### config.mk
export PLATFORM = sky130hd
export DESIGN_NAME = battery_charge_estimator_core
export DESIGN_NICKNAME = d
export VERILOG_FILES = /design/src/hdl/bce_pkg.sv /design/src/hdl/bce_sequencer.sv /design/src/hdl/bce_datapath.sv /design/src/hdl/battery_charge_estimator_core.sv
export SDC_FILE = /design/constraint.sdc
export NUM_CORES = 2
export LEC_CHECK = 0
export ABC_AREA = 1
export BUFFER_PORTS_ARGS = -buffer_cell sky130_fd_sc_hd__buf_2
export CELL_PAD_IN_SITES_DETAIL_PLACEMENT = 0
export CELL_PAD_IN_SITES_GLOBAL_PLACEMENT = 1
export CORE_AREA = 5 5 247 249
export CTS_CLUSTER_DIAMETER = 40
export DETAILED_ROUTE_END_ITERATION = 8
export DIE_AREA = 0 0 252 254
export PLACE_DENSITY_LB_ADDON = 0.1
export SLEW_MARGIN = 5
export SYNTH_ARGS = -nofsm -noshare
export SYNTH_HDL_FRONTEND = slang
export SYNTH_HIERARCHICAL = 1
export SYNTH_SLANG_ARGS = --single-unit
### constraint.sdc
create_clock -name clk -period 15.7 [get_ports clk]
set_clock_uncertainty 0.1 [all_clocks]
set_input_delay 3.14 -clock clk [delete_from_list [all_inputs] [get_ports clk]]
set_output_delay 3.14 -clock clk [all_outputs]
set_load 0.01 [all_outputs]
### src/hdl/bce_pkg.sv
// ============================================================================
// bce_pkg
// Shared types, curve constants and microcode program of the battery charge
// estimator.
// ============================================================================
package bce_pkg;

    localparam int REG_IDX_W = 2;
    localparam int CFG_W     = 20;
    localparam int SAMPLE_W  = 12;
    localparam int MV_W      = 16;
    localparam int PCT_W     = 7;
    localparam int STEP_W    = 4;
    localparam int QUOT_W    = 16;
    localparam int ITER_W    = 4;
    localparam int CURVE_W   = 13;
    localparam int POINTS    = 11;
    localparam int SEGS      = POINTS - 1;

    localparam logic [REG_IDX_W-1:0] REG_SAMPLE_COUNT   = 2'd0;
    localparam logic [REG_IDX_W-1:0] REG_DIVIDER_TOP    = 2'd1;
    localparam logic [REG_IDX_W-1:0] REG_DIVIDER_BOTTOM = 2'd2;

    localparam logic [6:0]       RESET_SAMPLE_COUNT = 7'd16;
    localparam logic [CFG_W-1:0] RESET_DIVIDER      = 20'd100000;

    localparam logic [CURVE_W-1:0] CURVE_MV [POINTS] = '{
        13'd4200, 13'd4060, 13'd3980, 13'd3920, 13'd3870, 13'd3820,
        13'd3790, 13'd3770, 13'd3730, 13'd3680, 13'd3450
    };
    localparam logic [PCT_W-1:0] CURVE_PCT [POINTS] = '{
        7'd100, 7'd90, 7'd80, 7'd70, 7'd60, 7'd50, 7'd40, 7'd30, 7'd20, 7'd10, 7'd0
    };
    localparam logic [QUOT_W-1:0] MV_SAT = 16'hFFFF;

    typedef enum logic [3:0] {
        OP_NONE,
        OP_ACCUM,
        OP_MUL_NUM,
        OP_MUL_DEN,
        OP_DIV_INIT,
        OP_DIV_STEP,
        OP_MV_QUOT,
        OP_MV_SAT,
        OP_MV_ZERO_BOT,
        OP_PCT_SETUP,
        OP_PCT_QUOT,
        OP_EMIT
    } bce_op_t;

    typedef enum logic [3:0] {
        COND_NEVER,
        COND_ALWAYS,
        COND_NO_REQ,
        COND_SHORT,
        COND_BOT_ZERO,
        COND_OVF,
        COND_MORE,
        COND_PCT_DONE,
        COND_OUT_BUSY
    } bce_cond_t;

    typedef struct packed {
        bce_op_t             op;
        bce_cond_t           cond;
        logic [STEP_W-1:0]   target;
    } bce_uword_t;

    typedef struct packed {
        logic no_req;
        logic short_cnt;
        logic bot_zero;
        logic ovf;
        logic more;
        logic pct_done;
        logic out_busy;
    } bce_flags_t;

    localparam logic [STEP_W-1:0] ST_WAIT  = 4'd0;
    localparam logic [STEP_W-1:0] ST_DLOOP = 4'd6;
    localparam logic [STEP_W-1:0] ST_PSET  = 4'd8;
    localparam logic [STEP_W-1:0] ST_PLOOP = 4'd10;
    localparam logic [STEP_W-1:0] ST_SAT   = 4'd12;
    localparam logic [STEP_W-1:0] ST_ZB    = 4'd13;
    localparam logic [STEP_W-1:0] ST_EMIT  = 4'd15;

    function automatic bce_uword_t bce_ucode(input logic [STEP_W-1:0] step);
        bce_uword_t w;
        w = '{op: OP_NONE, cond: COND_ALWAYS, target: ST_WAIT};
        case (step)
            4'd0:    w = '{op: OP_ACCUM,      cond: COND_NO_REQ,   target: ST_WAIT};
            4'd1:    w = '{op: OP_NONE,       cond: COND_SHORT,    target: ST_WAIT};
            4'd2:    w = '{op: OP_NONE,       cond: COND_BOT_ZERO, target: ST_ZB};
            4'd3:    w = '{op: OP_MUL_NUM,    cond: COND_NEVER,    target: ST_WAIT};
            4'd4:    w = '{op: OP_MUL_DEN,    cond: COND_NEVER,    target: ST_WAIT};
            4'd5:    w = '{op: OP_DIV_INIT,   cond: COND_OVF,      target: ST_SAT};
            4'd6:    w = '{op: OP_DIV_STEP,   cond: COND_MORE,     target: ST_DLOOP};
            4'd7:    w = '{op: OP_MV_QUOT,    cond: COND_NEVER,    target: ST_WAIT};
            4'd8:    w = '{op: OP_PCT_SETUP,  cond: COND_PCT_DONE, target: ST_EMIT};
            4'd9:    w = '{op: OP_DIV_INIT,   cond: COND_NEVER,    target: ST_WAIT};
            4'd10:   w = '{op: OP_DIV_STEP,   cond: COND_MORE,     target: ST_PLOOP};
            4'd11:   w = '{op: OP_PCT_QUOT,   cond: COND_ALWAYS,   target: ST_EMIT};
            4'd12:   w = '{op: OP_MV_SAT,     cond: COND_ALWAYS,   target: ST_PSET};
            4'd13:   w = '{op: OP_MV_ZERO_BOT, cond: COND_ALWAYS,  target: ST_PSET};
            4'd15:   w = '{op: OP_EMIT,       cond: COND_OUT_BUSY, target: ST_EMIT};
            default: w = '{op: OP_NONE,       cond: COND_ALWAYS,   target: ST_WAIT};
        endcase
        return w;
    endfunction

endpackage

### src/hdl/bce_sequencer.sv
// ============================================================================
// bce_sequencer
// Step counter and microcode table; branches on datapath flags.
// ============================================================================
module bce_sequencer (
    input  logic                clk,
    input  logic                rst_n,
    input  bce_pkg::bce_flags_t flags,
    output bce_pkg::bce_uword_t uword
);
    import bce_pkg::*;

    logic [STEP_W-1:0] step_reg;
    logic [STEP_W-1:0] step_next;
    logic              taken;

    assign uword = bce_ucode(step_reg);

    always_comb
    begin
        case (uword.cond)
            COND_NEVER:    taken = 1'b0;
            COND_ALWAYS:   taken = 1'b1;
            COND_NO_REQ:   taken = flags.no_req;
            COND_SHORT:    taken = flags.short_cnt;
            COND_BOT_ZERO: taken = flags.bot_zero;
            COND_OVF:      taken = flags.ovf;
            COND_MORE:     taken = flags.more;
            COND_PCT_DONE: taken = flags.pct_done;
            COND_OUT_BUSY: taken = flags.out_busy;
            default:       taken = 1'b0;
        endcase
    end

    always_comb
    begin
        step_next = taken ? uword.target : step_reg + 1'b1;
    end

    always_ff @(posedge clk or negedge rst_n)
    begin
        if (!rst_n)
        begin
            step_reg <= ST_WAIT;
        end
        else
        begin
            step_reg <= step_next;
        end
    end

endmodule

### src/hdl/bce_datapath.sv
// ============================================================================
// bce_datapath
// Accumulator, shared multiplier, shift-subtract divider, curve lookup,
// configuration registers and output register.
// ============================================================================
module bce_datapath #(
    parameter int MAX_SAMPLES = 64
) (
    input  logic                                clk,
    input  logic                                rst_n,
    input  bce_pkg::bce_uword_t                 uword,
    output bce_pkg::bce_flags_t                 flags,
    input  logic                                wr_en,
    input  logic [bce_pkg::REG_IDX_W-1:0]       wr_index,
    input  logic [bce_pkg::CFG_W-1:0]           wr_data,
    input  logic                                in_valid,
    output logic                                in_stall,
    input  logic [bce_pkg::SAMPLE_W-1:0]        sample_mv,
    output logic                                out_valid,
    input  logic                                out_stall,
    output logic [bce_pkg::MV_W-1:0]            battery_mv,
    output logic [bce_pkg::PCT_W-1:0]           charge_percent
);
    import bce_pkg::*;

    localparam int CW    = $clog2(MAX_SAMPLES + 1);
    localparam int SW    = $clog2(MAX_SAMPLES * 4095 + 1);
    localparam int BW    = CFG_W + 1;
    localparam int NW    = SW + BW;
    localparam int DENW  = CW + CFG_W;
    localparam int EW    = (CW > 7) ? CW : 7;
    localparam int HW    = NW - QUOT_W;
    localparam int CMPW  = (HW > DENW) ? HW : DENW;

    logic [6:0]        sample_count_reg;
    logic [CFG_W-1:0]  divider_top_reg;
    logic [CFG_W-1:0]  divider_bottom_reg;
    logic [SW-1:0]     sum_reg;
    logic [CW-1:0]     cnt_reg;
    logic [NW-1:0]     num_reg;
    logic [DENW-1:0]   den_reg;
    logic [DENW-1:0]   rem_reg;
    logic [QUOT_W-1:0] low_reg;
    logic [QUOT_W-1:0] quot_reg;
    logic [ITER_W-1:0] iter_reg;
    logic [MV_W-1:0]   mv_reg;
    logic [PCT_W-1:0]  pct_reg;
    logic [PCT_W-1:0]  base_reg;
    logic              out_valid_reg;
    logic [MV_W-1:0]   out_mv_reg;
    logic [PCT_W-1:0]  out_pct_reg;

    logic              accept;
    logic              emit;
    logic              out_busy;
    logic [EW-1:0]     eff_count;
    logic [EW-1:0]     sc_ext;
    logic [SW-1:0]     mul_a;
    logic [BW-1:0]     mul_b;
    logic [NW-1:0]     product;
    logic [DENW:0]     trial;
    logic [DENW:0]     trial_diff;
    logic              trial_ge;
    logic [CURVE_W-1:0] seg_lo;
    logic [CURVE_W-1:0] seg_hi;
    logic [PCT_W-1:0]  seg_base;
    logic [CURVE_W-1:0] seg_offset;
    logic              above_top;
    logic              below_bottom;

    assign accept   = in_valid && (uword.op == OP_ACCUM);
    assign in_stall = (uword.op != OP_ACCUM);
    assign out_busy = out_valid_reg && out_stall;
    assign emit     = (uword.op == OP_EMIT) && !out_busy;

    assign out_valid      = out_valid_reg;
    assign battery_mv     = out_mv_reg;
    assign charge_percent = out_pct_reg;

    always_comb
    begin
        sc_ext = EW'(sample_count_reg);
        if (sc_ext == '0)
        begin
            eff_count = EW'(1);
        end
        else if (sc_ext > EW'(MAX_SAMPLES))
        begin
            eff_count = EW'(MAX_SAMPLES);
        end
        else
        begin
            eff_count = sc_ext;
        end
    end

    always_comb
    begin
        if (uword.op == OP_MUL_DEN)
        begin
            mul_a = SW'(cnt_reg);
            mul_b = BW'(divider_bottom_reg);
        end
        else
        begin
            mul_a = sum_reg;
            mul_b = BW'(divider_top_reg) + BW'(divider_bottom_reg);
        end
        product = NW'(mul_a) * NW'(mul_b);
    end

    always_comb
    begin
        trial      = {rem_reg, low_reg[QUOT_W-1]};
        trial_ge   = trial >= {1'b0, den_reg};
        trial_diff = trial - {1'b0, den_reg};
    end

    always_comb
    begin
        above_top    = mv_reg >= MV_W'(CURVE_MV[0]);
        below_bottom = mv_reg <= MV_W'(CURVE_MV[POINTS-1]);
        seg_lo       = CURVE_MV[POINTS-1];
        seg_hi       = CURVE_MV[POINTS-2];
        seg_base     = CURVE_PCT[POINTS-1];
        for (int i = SEGS - 1; i >= 0; i--)
        begin
            if (mv_reg >= MV_W'(CURVE_MV[i+1]))
            begin
                seg_lo   = CURVE_MV[i+1];
                seg_hi   = CURVE_MV[i];
                seg_base = CURVE_PCT[i+1];
            end
        end
        seg_offset = mv_reg[CURVE_W-1:0] - seg_lo;
    end

    always_comb
    begin
        flags.no_req    = !in_valid;
        flags.short_cnt = EW'(cnt_reg) < eff_count;
        flags.bot_zero  = (divider_bottom_reg == '0);
        flags.ovf       = CMPW'(num_reg[NW-1:QUOT_W]) >= CMPW'(den_reg);
        flags.more      = (iter_reg != {ITER_W{1'b1}});
        flags.pct_done  = above_top || below_bottom;
        flags.out_busy  = out_busy;
    end

    always_ff @(posedge clk or negedge rst_n)
    begin
        if (!rst_n)
        begin
            sample_count_reg   <= RESET_SAMPLE_COUNT;
            divider_top_reg    <= RESET_DIVIDER;
            divider_bottom_reg <= RESET_DIVIDER;
        end
        else if (wr_en)
        begin
            case (wr_index)
                REG_SAMPLE_COUNT:   sample_count_reg   <= wr_data[6:0];
                REG_DIVIDER_TOP:    divider_top_reg    <= wr_data;
                REG_DIVIDER_BOTTOM: divider_bottom_reg <= wr_data;
                default:            ;
            endcase
        end
    end

    always_ff @(posedge clk or negedge rst_n)
    begin
        if (!rst_n)
        begin
            sum_reg       <= '0;
            cnt_reg       <= '0;
            out_valid_reg <= 1'b0;
        end
        else
        begin
            if (accept)
            begin
                sum_reg <= sum_reg + SW'(sample_mv);
                cnt_reg <= cnt_reg + 1'b1;
            end
            else if (emit)
            begin
                sum_reg <= '0;
                cnt_reg <= '0;
            end
            if (emit)
            begin
                out_valid_reg <= 1'b1;
            end
            else if (!out_stall)
            begin
                out_valid_reg <= 1'b0;
            end
        end
    end

    always_ff @(posedge clk)
    begin
        if (emit)
        begin
            out_mv_reg  <= mv_reg;
            out_pct_reg <= pct_reg;
        end
        case (uword.op)
            OP_MUL_NUM:
            begin
                num_reg <= product;
            end
            OP_MUL_DEN:
            begin
                den_reg <= product[DENW-1:0];
            end
            OP_DIV_INIT:
            begin
                rem_reg  <= DENW'(num_reg[NW-1:QUOT_W]);
                low_reg  <= num_reg[QUOT_W-1:0];
                quot_reg <= '0;
                iter_reg <= '0;
            end
            OP_DIV_STEP:
            begin
                rem_reg  <= trial_ge ? trial_diff[DENW-1:0] : trial[DENW-1:0];
                low_reg  <= {low_reg[QUOT_W-2:0], 1'b0};
                quot_reg <= {quot_reg[QUOT_W-2:0], trial_ge};
                iter_reg <= iter_reg + 1'b1;
            end
            OP_MV_QUOT:
            begin
                mv_reg <= quot_reg;
            end
            OP_MV_SAT:
            begin
                mv_reg <= MV_SAT;
            end
            OP_MV_ZERO_BOT:
            begin
                mv_reg <= (sum_reg == '0) ? '0 : MV_SAT;
            end
            OP_PCT_SETUP:
            begin
                pct_reg  <= above_top ? CURVE_PCT[0] : CURVE_PCT[POINTS-1];
                num_reg  <= NW'({seg_offset, 3'b000}) + NW'({seg_offset, 1'b0});
                den_reg  <= DENW'(seg_hi - seg_lo);
                base_reg <= seg_base;
            end
            OP_PCT_QUOT:
            begin
                pct_reg <= base_reg + quot_reg[PCT_W-1:0];
            end
            default:
            begin
            end
        endcase
    end

endmodule

### src/hdl/battery_charge_estimator_core.sv
// ============================================================================
// battery_charge_estimator_core
// Averages millivolt samples, scales by the divider ratio and maps the
// battery voltage onto a single-cell LiPo charge curve.
//
//   channel   direction  handshake            payload
//   in        input      in_valid/in_stall    sample_mv
//   out       output     out_valid/out_stall  battery_mv, charge_percent
//   config    input      wr_en                wr_index, wr_data
//
// A sample that does not complete an estimate passes the accumulate and
// count-check steps only. A completing sample runs the microcode program:
// two 16-step passes of the shared shift-subtract divider (fewer when the
// voltage saturates or the value is off the curve).
// Reset clears the sum, the count, the step counter and the output valid.
// A stalled result holds in the output register; new samples keep coming in until the next result must be emitted.
// ============================================================================
module battery_charge_estimator_core #(
    parameter int MAX_SAMPLES = 64
) (
    input  logic                          clk,
    input  logic                          rst_n,
    input  logic                          wr_en,
    input  logic [bce_pkg::REG_IDX_W-1:0] wr_index,
    input  logic [bce_pkg::CFG_W-1:0]     wr_data,
    input  logic                          in_valid,
    output logic                          in_stall,
    input  logic [bce_pkg::SAMPLE_W-1:0]  sample_mv,
    output logic                          out_valid,
    input  logic                          out_stall,
    output logic [bce_pkg::MV_W-1:0]      battery_mv,
    output logic [bce_pkg::PCT_W-1:0]     charge_percent
);
    import bce_pkg::*;

    bce_uword_t uword;
    bce_flags_t flags;

    bce_sequencer u_seq (
        .clk   (clk),
        .rst_n (rst_n),
        .flags (flags),
        .uword (uword)
    );

    bce_datapath #(
        .MAX_SAMPLES (MAX_SAMPLES)
    ) u_dp (
        .clk            (clk),
        .rst_n          (rst_n),
        .uword          (uword),
        .flags          (flags),
        .wr_en          (wr_en),
        .wr_index       (wr_index),
        .wr_data        (wr_data),
        .in_valid       (in_valid),
        .in_stall       (in_stall),
        .sample_mv      (sample_mv),
        .out_valid      (out_valid),
        .out_stall      (out_stall),
        .battery_mv     (battery_mv),
        .charge_percent (charge_percent)
    );

endmodule
=== Yosys cells after proc, flatten, opt, wreduce, memory -nomap -nowiden ===
Memories as Yosys holds them, arrays and structs flattened.
Cells that the tools add are included.

* Add/sub/neg operators: 10
* Multiply operators: 1
* Div/mod/pow operators: 0
* Magnitude comparators: 15
* Eq/ne operators: 24
* Shift-type cells: 0
* Mux-type cells: 49
* Bitwise gates (word level): 0
* Reduce and logical (&&, ||, !) cells: 22

{| class="wikitable"
|+ Operators with widths
! operator !! number
|-
| >= comparator 16 x 12 -> 1 bit (second input constant) || 9
|-
| one-hot mux 27 bit (2 select lines) || 2
|-
| 2-to-1 mux 10 bit || 9
|-
| one-hot mux 39 bit (2 select lines) || 1
|-
| one-hot mux 16 bit (2 select lines) || 2
|-
| 2-to-1 mux 18 bit || 3
|-
| one-hot mux 16 bit (3 select lines) || 1
|-
| multiplier 18 x 21 -> 39 bit || 1
|-
| 2-to-1 mux 9 bit || 4
|-
| 2-to-1 mux 7 bit || 5
|-
| equality test 4 x 3 -> 1 bit (second input constant) || 8
|-
| 2-to-1 mux 8 bit || 4
|-
| >= comparator 28 x 27 -> 1 bit || 1
|-
| >= comparator 23 x 27 -> 1 bit || 1
|-
| 2-to-1 mux 27 bit || 1
|-
| subtractor 27 bit || 1
|-
| adder 20 x 20 -> 21 bit || 1
|-
| 2-to-1 mux 21 bit || 1
|-
| equality test 4 bit (second input constant) || 5
|-
| zero test 20 bit || 1
|-
| adder 18 x 12 -> 18 bit || 1
|-
| zero test 18 bit || 1
|-
| 2-to-1 mux 6 bit || 3
|-
| adder 16 x 14 -> 17 bit || 1
|-
| 35 further kinds || 54
|}

* Bits in registers: 259
* Latch bits: 0
* Memory bits (writable): 0
* Memory bits (read-only): 192
* Input bits: 39
* Output and inout port bits: 25
* Logic and storage cells: 143
* Memories kept: 1

{| class="wikitable"
|+ Memories
! memory !! words !! bits a word !! rd ports !! clocked after Yosys merged registers in !! wr ports !! line !! RTL
|-
| (name not given) || 16 || 12 || 1 || 0 || 0 || bce_pkg.sv:90 || <nowiki>case (step)</nowiki>
|}

=== Longest topological paths before layout ===
* Word-level depth: 13
* Mapped depth: 42
* Gate-level depth less buffers: 41

=== Hierarchy ===
Netlist, hierarchy kept.

{| class="wikitable"
|+ Modules (own cells, without submodules)
! module !! times used !! cells an instance !! area each (µm²) !! sequential area each (µm²)
|-
| bce_datapath || 1 || 3948 || 30086.4 || 7278.2
|-
| bce_sequencer || 1 || 97 || 626.9 || 100.1
|}

=== Least setup slack after synthesis ===
OpenSTA, ideal clock, no wires.

* Kind: register -> register
* Start: reg u_seq.step_reg[0]
* End: reg u_dp.den_reg[18], data pin
* Library setup time: 255 ps
* Arrival: 6837 ps
* Data required time: 15345 ps
* Slack: 8508 ps
* Cell stages (with the launch flop): 35
* Path buffers: 2
* Period minus slack after synthesis: 7192 ps
* Cell sequence: dfrtp_1 > inv_1 > ha_1 > nand2_1 > clkinv_1 > nor2_1 > nand2_1 > nor2_1 > inv_2 > buf_2 > nand2_1 > o21ai_1 > inv_1 > buf_2 > nor2_1 > fa_1 > inv_1 > fa_1 > inv_1 > fa_1 > inv_1 > fa_1 > inv_1 > fa_1 > inv_1 > fa_1 > inv_1 > ha_1 > a21oi_1 > o21ai_0 > a21oi_1 > nand2_1 > or2_2 > nand3_1 > nand2_1

{| class="wikitable"
|+ RTL lines
! item !! line !! RTL
|-
| start, declared || bce_sequencer.sv:13 || <nowiki>logic [STEP_W-1:0] step_reg;</nowiki>
|-
| start signal, assigned || bce_sequencer.sv:48 || <nowiki>step_reg <= step_next;</nowiki>
|-
| end signal, assigned || bce_datapath.sv:213 || <nowiki>den_reg <= product[DENW-1:0];</nowiki>
|-
| end signal, assigned || bce_datapath.sv:245 || <nowiki>den_reg <= DENW'(seg_hi - seg_lo);</nowiki>
|-
| end, declared || bce_datapath.sv:41 || <nowiki>logic [DENW-1:0] den_reg;</nowiki>
|}

==> out/metrics.cfg <==
[finish]
final_core_utilization_pct=57.5
finalNetCount=4702
antenna_diode_count=0
number_of_flip_flops_under_the_largest_register_name=39
signed_area_change_from_the_synthesized_netlist_to_the_final_layout_pct=9.52
layout-drive-gt1-share_pct=6.96
fillCellCount=5601

[drt]
post_drt_wl_per_cell_microns=18.9
routed.top_layer=met4
postRouteWirelength_microns=92900
detailedRoute.firstPassIterationCount=5
detail_route.vias_per_cell=5.36
m1WireLength_microns=38900
num_vias=26418
drt_iter0_drc=1986
amount_of_wire_on_met2_after_detailed_routing_microns=45300
final_antenna_net_count=0
met3RoutedLength_microns=4780
drc=0

[worst_setup_path]
cp_slowest_stage_delay_ns=1.08
worstRegToRegCells=31
critPathLaunchType=flop
crit_path_end_kind=flop
path_max_fanout=40
cp_data_required_time_ns=15.93
critical_path.slowest_cell=sky130_fd_sc_hd__o21ai_1
cp_most_frequent_cell=sky130_fd_sc_hd__inv_1
worstPathArrival_ns=9.67
reg2reg_from=u_seq/step_reg[0]$_DFF_PN0_
rr_endpoint=u_dp/den_reg[21]$_DFFE_PP_
cp-startpoint=u_seq/step_reg[0]$_DFF_PN0_
worst-setup-path-type=flop to flop
r2r_slack_ns=6.26

[floorplanning]
die_w_microns=252
floorplan.initialDensity_pct=52.5
ioPinCount=64
rows=89
die_area_sq_mm=0.0640
placeable_core_region_sq_mm=0.0585
die-height_microns=254

[timing]
min_tclk_post_route_ns=9.44
grt_setup_unrepaired=no
slew-limit-headroom_pct=17.2
setup_viol=0
worstMarginPinSlew_ns=1.23
fmax_ghz=0.106
timing_max_transition_violations_final=0
timing_hold_violations_final=0
timing.setup.tns_ns=0
layout_worst_path_cycle_share_pct=60.1
postLayoutSetupSlackWorst_ns=6.26

[logic_synthesis]
syn-num-nets=4638
synth-seq-area-share_pct=24.0
complex_gate_fraction_of_the_synthesized_area_pct=8.34
netlist_top_cells_area=sky130_fd_sc_hd__fa_1 (20%), sky130_fd_sc_hd__edfxtp_1 (18%), sky130_fd_sc_hd__nand2_1 (12%), sky130_fd_sc_hd__inv_1 (10%), sky130_fd_sc_hd__ha_1 (9.9%)
synth-xor-area-share_pct=1.14
synth_top_area_cell=sky130_fd_sc_hd__fa_1
muxShareOfSynthArea_pct=0
yosysWarningCount=6
synth-seq-cells=258
syn-mean-instance-area_sq_um=7.59
post_syn_instances=4045
synth_top_family_by_area=adder cells
arithmetic_cell_share_of_the_synthesized_area_counting_full_adders_half_adders_and_majority_gates_pct=30.2
synth_async_sr_flop_share_pct=29.8
synthesis.area_sq_mm=0.0307
synth_ff_type=sky130_fd_sc_hd__edfxtp_1
synth_cell_types=65
synth_edf_count=181
yosys.area.top_type_share_pct=20.3
post_synth_and_or_nand_nor_area_fraction_pct=24.8

[cts]
postCtsSetupRepairBufs=0
number_of_buffers_inserted_during_clock_tree_synthesis=51
cts-root-buf=sky130_fd_sc_hd__clkbuf_16
hold_buffer_count_at_cts=0
clock_latency_ns=0.61
cts-root-to-sink-buffers=3
cts_resized=0
numClockSinks=258
clock_tree.htree_level_count=2
cts_tree=done
clk_slew_on_worst_s_h_paths_ns=0.06

[global_route]
antenna_found_initial=0
vias_in_the_first_global_route=26827
grt_start_max_net_pins=78
overflow=0
track_usage_pct=29.4
grt_first_pass_wirelength_microns=148000

[placed_design]
port-buffer-count=63
detailedPlacementHpwl_microns=75500
place_ws_ns=6.38
finalWeightedCongestion=1.01

[job]
timing.max_cap.violations=0

[min_path]
hold-path-endpoint=u_dp/charge_percent[6]$_DFFE_PP_
worstHoldPathCells=0
worst_hold_path_type=flop to flop
hold_path_startpoint=u_dp/pct_reg[6]$_DFFE_PP_

[outcome]
status=complete, no violations

[cell usage in the layout, fill, tap and decap left out, types with 7 or more instances in the layout]
cell	n
sky130_fd_sc_hd__nand2_1	1022
sky130_fd_sc_hd__inv_1	821
sky130_fd_sc_hd__nor2_1	428
sky130_fd_sc_hd__fa_1	311
sky130_fd_sc_hd__ha_1	243
sky130_fd_sc_hd__a21oi_1	187
sky130_fd_sc_hd__nand3_1	185
sky130_fd_sc_hd__edfxtp_1	181
sky130_fd_sc_hd__o21ai_0	172
sky130_fd_sc_hd__dfrtp_1	64
sky130_fd_sc_hd__buf_2	62
sky130_fd_sc_hd__nand4_1	59
sky130_fd_sc_hd__clkbuf_16	51
sky130_fd_sc_hd__nor3_1	24
sky130_fd_sc_hd__buf_4	22
sky130_fd_sc_hd__xnor2_1	21
sky130_fd_sc_hd__o21ai_1	21
sky130_fd_sc_hd__nand2_2	17
sky130_fd_sc_hd__xor2_1	16
sky130_fd_sc_hd__inv_6	14
sky130_fd_sc_hd__inv_2	14
sky130_fd_sc_hd__nor2_2	13
sky130_fd_sc_hd__dfstp_2	13
sky130_fd_sc_hd__o21bai_1	12
sky130_fd_sc_hd__nand3b_1	12
sky130_fd_sc_hd__o22ai_1	11
sky130_fd_sc_hd__nor4_1	10
sky130_fd_sc_hd__clkinv_1	9
sky130_fd_sc_hd__nand3_2	8
sky130_fd_sc_hd__or2_2	8
sky130_fd_sc_hd__clkinv_4	7
sky130_fd_sc_hd__and2_1	7
[through the flow]
step	hold slack (ns)	instances	area, sq um
2_1_floorplan	0.300	4045	30700
6_report	0.320	4925	33600
3_5_place_dp	0.307	4829	31800
5_1_grt	0.325	4925	33600
3_3_place_gp	0.304	4829	31800
4_1_cts	0.321	4925	33600
[cell families (layout without fill, tap and decap cells)]
family | count (synthesis) | after routing
XOR/XNOR | 38 | 38
AND/OR/NAND/NOR | 1818 | 1818
adder cells (fa/ha/maj) | 554 | 554
buffers and inverters | 917 | 1024
flip-flops | 258 | 258
AO/OA/AOI/OAI | 460 | 460
[worst max-delay path: cells and delay by family, from the launching register on]
| family | cells | cell delay (ns) |
|---|---|---|
| AO/OA/AOI/OAI | 3 | 1.70 |
| buffers and inverters | 10 | 1.52 |
| adder cells (fa/ha/maj) | 8 | 3.82 |
| AND/OR/NAND/NOR | 10 | 1.54 |
| flip-flops | 1 | 0.41 |
[final cells by class]
class                           count  area, sq um  share of cell area (%)
Sequential cell                   258         7380                    21.9
Inverter                          844         3170                    9.44
Timing Repair Buffer               84          475                    1.41
Multi-Input combinational cell   2870        19800                    59.0
Clock buffer                       51         1280                    3.79
Clock inverter                     45          532                    1.58
Tap cell                          773          967                    2.88
[routing by layer]
layer | GRT usage (%) | vias to the layer above
met5 | 0 | -
met4 | 11.1 | 0
met3 | 3.53 | 193
met2 | 51.1 | 819
met1 | 37.8 | 12634
li1 | - | 12772
[synth_stat cells, drive strengths merged (6+ instances only)]
master	instances
nand3b	13
dfstp	13
a21o	6
o211ai	6
o21ai	200
buf	44
nand3	194
dfrtp	64
a21oi	198
inv	838
or2	12
fa	311
nor4	10
o21bai	12
clkbuf	29
a31oi	6
nor3	26
o22ai	11
xnor2	21
o21a	6
nor2	447
edfxtp	181
clkinv	6
xor2	17
nand4	61
nand2	1044
and2	8
ha	243
[how the worst max path moves through the flow]
stage	end
2_1_floorplan	u_dp/den_reg[18]$_DFFE_PP_
3_3_place_gp	u_dp/num_reg[29]$_SDFFCE_PP0P_
3_5_place_dp	u_dp/den_reg[21]$_DFFE_PP_
4_1_cts	u_dp/num_reg[16]$_DFFE_PP_
5_1_grt	u_dp/num_reg[16]$_DFFE_PP_
6_report	u_dp/den_reg[21]$_DFFE_PP_
Power is not shown: default switching activity piles up to over one toggle a cycle in this logic, so the estimate is an artifact.
